<file path="src/hdl/wma_pkg.sv">
// Shared types and constants of the waveform moment accumulator.
package wma_pkg;

    localparam int ACTION_W = 1;
    localparam int GAIN_W   = 1;
    localparam int CHAN_W   = 4;
    localparam int SIDX_W   = 5;
    localparam int VALUE_W  = 16;
    localparam int KIND_W   = 2;
    localparam int PIDX_W   = 9;
    localparam int RESULT_W = 64;
    localparam int COUNT_W  = 32;
    localparam int CFG_IDX_W  = 1;
    localparam int CFG_DATA_W = 6;
    localparam int SIU_W      = 6;
    localparam int NACT_W     = 8;

    localparam logic [ACTION_W-1:0] ACT_ACCUM = 1'b0;
    localparam logic [ACTION_W-1:0] ACT_READ  = 1'b1;

    localparam logic [KIND_W-1:0] KIND_COUNT = 2'd0;
    localparam logic [KIND_W-1:0] KIND_SUM   = 2'd1;
    localparam logic [KIND_W-1:0] KIND_SQ    = 2'd2;
    localparam logic [KIND_W-1:0] KIND_PAIR  = 2'd3;

    localparam logic [CFG_IDX_W-1:0] CFG_SAMPLES_IN_USE = 1'b0;
    localparam logic [CFG_IDX_W-1:0] CFG_COV_ENABLE     = 1'b1;

    localparam logic [SIU_W-1:0] SIU_RESET = 6'd32;
    localparam logic             COV_RESET = 1'b1;

    typedef struct packed {
        logic [ACTION_W-1:0] action;
        logic [GAIN_W-1:0]   gain;
        logic [CHAN_W-1:0]   channel;
        logic [SIDX_W-1:0]   sample_index;
        logic [VALUE_W-1:0]  sample_value;
        logic [KIND_W-1:0]   stat_kind;
        logic [PIDX_W-1:0]   pair_index;
    } t_item;

    typedef struct packed {
        logic clear;
        logic latch;
        logic issue;
        logic commit;
        logic load_out;
        logic pair_issue;
    } t_cmd;

    typedef struct packed {
        logic clr_done;
        logic is_read;
        logic acc_ok;
        logic pair_need;
        logic pair_last;
        logic out_free;
    } t_sts;

endpackage

</file>
<file path="src/hdl/wma_ctrl.sv">
// Sequencing state machine of the waveform moment accumulator.
module wma_ctrl (
    input  logic          i_clk,
    input  logic          i_rst_n,
    input  logic          i_valid,
    output logic          o_ready,
    input  wma_pkg::t_sts i_sts,
    output wma_pkg::t_cmd o_cmd
);

    typedef enum logic [5:0] {
        S_CLEAR = 6'b000001,
        S_IDLE  = 6'b000010,
        S_ISSUE = 6'b000100,
        S_DATA  = 6'b001000,
        S_PAIR  = 6'b010000,
        S_DRAIN = 6'b100000
    } t_state;

    t_state r_state, n_state;

    always_ff @(posedge i_clk) begin
        if (!i_rst_n) begin
            r_state <= S_CLEAR;
        end else begin
            r_state <= n_state;
        end
    end

    always_comb begin
        n_state = r_state;
        o_cmd   = '0;
        o_ready = 1'b0;
        unique case (r_state)
            S_CLEAR: begin
                o_cmd.clear = 1'b1;
                if (i_sts.clr_done) begin
                    n_state = S_IDLE;
                end
            end
            S_IDLE: begin
                o_ready = 1'b1;
                if (i_valid) begin
                    o_cmd.latch = 1'b1;
                    n_state     = S_ISSUE;
                end
            end
            S_ISSUE: begin
                o_cmd.issue = 1'b1;
                n_state     = S_DATA;
            end
            S_DATA: begin
                if (i_sts.is_read) begin
                    if (i_sts.out_free) begin
                        o_cmd.load_out = 1'b1;
                        n_state        = S_IDLE;
                    end
                end else if (i_sts.acc_ok) begin
                    o_cmd.commit = 1'b1;
                    n_state      = i_sts.pair_need ? S_PAIR : S_IDLE;
                end else begin
                    n_state = S_IDLE;
                end
            end
            S_PAIR: begin
                o_cmd.pair_issue = 1'b1;
                if (i_sts.pair_last) begin
                    n_state = S_DRAIN;
                end
            end
            S_DRAIN: begin
                n_state = S_IDLE;
            end
            default: begin
                n_state = S_CLEAR;
            end
        endcase
    end

endmodule

</file>
<file path="config.mk">
export PLATFORM = sky130hd
export DESIGN_NAME = wma_ctrl
export DESIGN_NICKNAME = d
export VERILOG_FILES = /design/src/hdl/wma_pkg.sv /design/src/hdl/wma_ctrl.sv
export SDC_FILE = /design/constraint.sdc
export NUM_CORES = 1
export LEC_CHECK = 0
export BUFFER_PORTS_ARGS = -buffer_cell sky130_fd_sc_hd__buf_2
export CORE_AREA = 2 2 39 41
export DETAILED_ROUTE_END_ITERATION = 10
export DIE_AREA = 0 0 41 43
export HOLD_SLACK_MARGIN = 0.03
export SETUP_SLACK_MARGIN = 0.15
export SYNTH_ARGS = -nofsm -noshare
export SYNTH_HDL_FRONTEND = slang
export SYNTH_SLANG_ARGS = --single-unit
export TNS_END_PERCENT = 20
</file>
<file path="constraint.sdc">
create_clock -name i_clk -period 4.1 [get_ports i_clk]
set_input_delay 0.615 -clock i_clk [delete_from_list [all_inputs] [get_ports i_clk]]
set_output_delay 0.615 -clock i_clk [all_outputs]
set_load 0.005 [all_outputs]
</file>
======== Word level (Yosys, flattened, before mapping) ========
Index checks and enable logic that the tools add are counted.
W data, S select, Z words.
operators by class
  mux-type cells .......................... 19
  reductions and logical operators ........ 1
  equal/unequal tests ..................... 10
operator list
  operator              count
  $pmux W6 S6           1
  $mux W6               5
  $mux W1               10
  $mux W5               2
  $eq A6 B1 Y1 const B  1
  $eq A6 B2 Y1 const B  1
  $eq A6 B3 Y1 const B  1
  $eq A6 B4 Y1 const B  1
  $eq A6 B5 Y1 const B  1
  $eq A6 B6 Y1 const B  1
  $ne A2 B2 Y1 const B  3
  $reduce_and A4 Y1     1
  $ne A3 B3 Y1 const B  1
  $mux W2               1
storage, ports and cells
  word-level logic and storage cells ...... 31
  input bits .............................. 9
  output and inout bits ................... 7
  bits in registers ....................... 6

======== Depth between registers and ports, before layout ========
  depth after elaboration ................. 4
  mapped depth ............................ 5
  mapped depth without buffers ............ 4

======== Least setup slack after synthesis ========
OpenSTA, ideal clock, no wires.
  path type ............................... register to output
  start point ............................. reg r_state[5]
  end point ............................... out o_cmd[3] (netlist name)
  slack ................................... 2.209 ns
  buffers on the path ..................... 1
  required time ........................... 3.485 ns
  arrival time ............................ 1.276 ns
  cell stages (with the launch flop) ...... 4
  cells stage by stage .................... dfxtp_1 > or4_1 > nor3b_1 > buf_4
RTL lines
  element                 line            source
  start, declared         wma_ctrl.sv:20  t_state r_state, n_state;
  start signal, assigned  wma_ctrl.sv:26  r_state <= n_state;
  end, declared           wma_ctrl.sv:8   output wma_pkg::t_cmd o_cmd

==> reports/results.txt <==
Final nets = 75
Lkg Pwr = 0.231 nW
Synth cell types = 32
Mapped Nets = 57
Mapped Cells = 48
Synth top area share = 29.3%
Core ar. = 1380 um2
r2r setup slk = 2.40 ns
max-slew violations = 0
Area contributors post-synth = dfxtp_1 (29%), nor2_1 (4.6%), nor3b_1 (3.7%)
number of flops mapped to enable cells by yosys = 0
crit path cell chain = or4_1 -> nor3b_2 -> and2_1 -> buf_2
utilization after layout = 36.8%
DR vias = 410
Worst VDD drop = 0.127 mV
Avg WL per Cell = 12.1 um
CP Buf/Inv Count = 1
total iterations of the first detailed-routing run = 4
setup ws final = 1.82 ns
CTS Hold Bufs = 0
clk slew on worst S/H paths = 0.05 ns
sequential share of the synthesized area = 29.3%
critical path's largest stage delay = 0.57 ns
Worst setup EP type = primary output
CTS root buf = clkbuf_4
floorplan row count = 14
die width = 41 um
slowest CP cell = or4_1
unrepaired setup endpoints after global routing = no
vias in the first global route = 375
Mapped Avg Cell Area = 8.55 um2
FF+latch count, synth = 6
Final setup viols = 0
Initial Util = 29.7%
WP data arrival = 1.66 ns
cts repair resizes = 0
status = complete, no violations
FMAX = 439 MHz
max_slew headroom = 73.5%
Synth area leader = dfxtp_1
P per Cell Area = 376 nW/um2
Hold Vio Cnt, Final = 0
ANT nets after route = 0
crit start category = flop
Setup Fix Bufs, Post-CTS = 0
max reg flops = 6
Worst Tran Pin Value = 0.393 ns
Biggest register = r_state
share of layout cells above drive strength 1 = 34.4%
worst-path maximum fanout = 7
CTS tree = done
DRC viols = 0
fraction of registers with async set/reset = 0%
setup TNS = 0 ns
worst hold path type = flop to flop
area grow syn2layout = 24.1%
largest net degree at the start of global routing = 9
top_reg_cell synth = dfxtp_1
die area = 1760 um2
skew final = 0.00527 ns
Cell Area, Synth = 410 um2
count leader, synth = dfxtp_1
initial antenna violation count = 0
cell area after layout = 509 um2
crit path kind = flop to primary output
pre-CTS setup slack = 2.09 ns
area post-placement = 487 um2
number of buffers created by CTS = 3
top flop regs = r_state: 6 flops
max-cap violation count = 0
htree depth = 1
total global routing overflow = 0
Yosys warning count = 0
Worst-Skew Late Latency = 0.25 ns
Crit path max-delay family = simple AND/OR/NAND/NOR gates
first-pass GRT wire length = 1.59 mm
WL final = 970 um
final worst-path cycle share = 55.5%
required time of the worst setup path = 3.48 ns
TritonCTS sink count = 6
vias per inst = 5.13
Tot GR Track Use = 13.9%
IO Count = 16
Commonest cells post-synth = dfxtp_1 (6), nor2_1 (5)
Buffers on Ports = 15
DRT iter0 DRCs = 7
Chip Height = 43 um
post-layout minimum cycle time = 2.28 ns
Bufs on Longest Clock Path = 2
RePlAce Congestion = 0.710
Antenna Cells = 0
## final timing paths
check             start         end  cells past startpoint
max          r_state[5]    o_cmd[4]                      4
min          r_state[3]  r_state[0]                      2
max reg2reg  r_state[5]  r_state[2]                      4
min reg2reg  r_state[3]  r_state[0]                      2
## logic make-up (layout without fill, tap and decap cells)
kind of cell	count (synthesis)	count (layout)	synth area share [%]
buffers and inverters	2	18	4.57
XOR/XNOR	2	2	4.27
flip-flops	6	6	29.3
AO/OA/AOI/OAI	10	10	18.0
AND/OR/NAND/NOR	28	28	43.9
## report_power, final
group          switching [mW]  internal (mW)  total, mW
logic                  0.0272         0.0332     0.0604
registers              0.0111         0.0642     0.0753
clock network          0.0228         0.0332     0.0560
total                  0.0610          0.131      0.192
## layout by cell type, fill, tap and decap left out
cell type  synthesis  layout
a21oi_1            1       1
a22o_1             1       1
a31oi_1            1       1
and2_1             2       2
and2_2             1       1
and2b_1            1       1
and3_1             2       2
and3b_1            1       1
buf_2              0      15
clkbuf_4           0       3
dfxtp_1            6       6
nand2_1            1       1
nand2b_1           2       2
nand3_1            1       1
nand3b_1           1       1
nor2_1             5       5
nor2b_1            2       2
nor3_1             2       2
nor3b_1            2       2
nor3b_2            1       1
nor4_1             1       1
o211ai_1           1       1
o21a_1             2       2
o21ai_0            1       1
o2bb2ai_1          1       1
o31a_1             1       1
o41ai_1            1       1
or4_1              1       1
or4_2              1       1
or4_4              1       1
xnor2_1            1       1
xor2_1             1       1
## stage by stage
stage	hold WS (ns)	instances	power, mW
3_3_place_gp	0.628	77	0.136
3_5_place_dp	0.603	77	0.137
6_report	0.611	80	0.192
4_1_cts	0.609	80	0.195
2_1_floorplan	0.553	48	0.122
5_1_grt	0.629	80	0.203
## routing by layer
metal	up-vias	wire length (um)	GRT usage, %
met3	2	28	1.57
met5	-	0	0
met2	9	514	19.4
li1	213	-	-
met1	186	413	17.9
met4	0	14	12.0
## tightest hold or removal path: stages (launching register included)
cell and delay [ns]:
dfxtp_1 0.33, a31oi_1 0.17, o41ai_1 0.07
## layout make-up
class / count / area, um2
tap: 16 / 20.0
timing repair buffer: 15 / 75.1
fill: 149 / 875
multi-input combinational: 40 / 272
sequential: 6 / 120
clock buffer: 3 / 22.5
(Power assumes the default switching activity.)
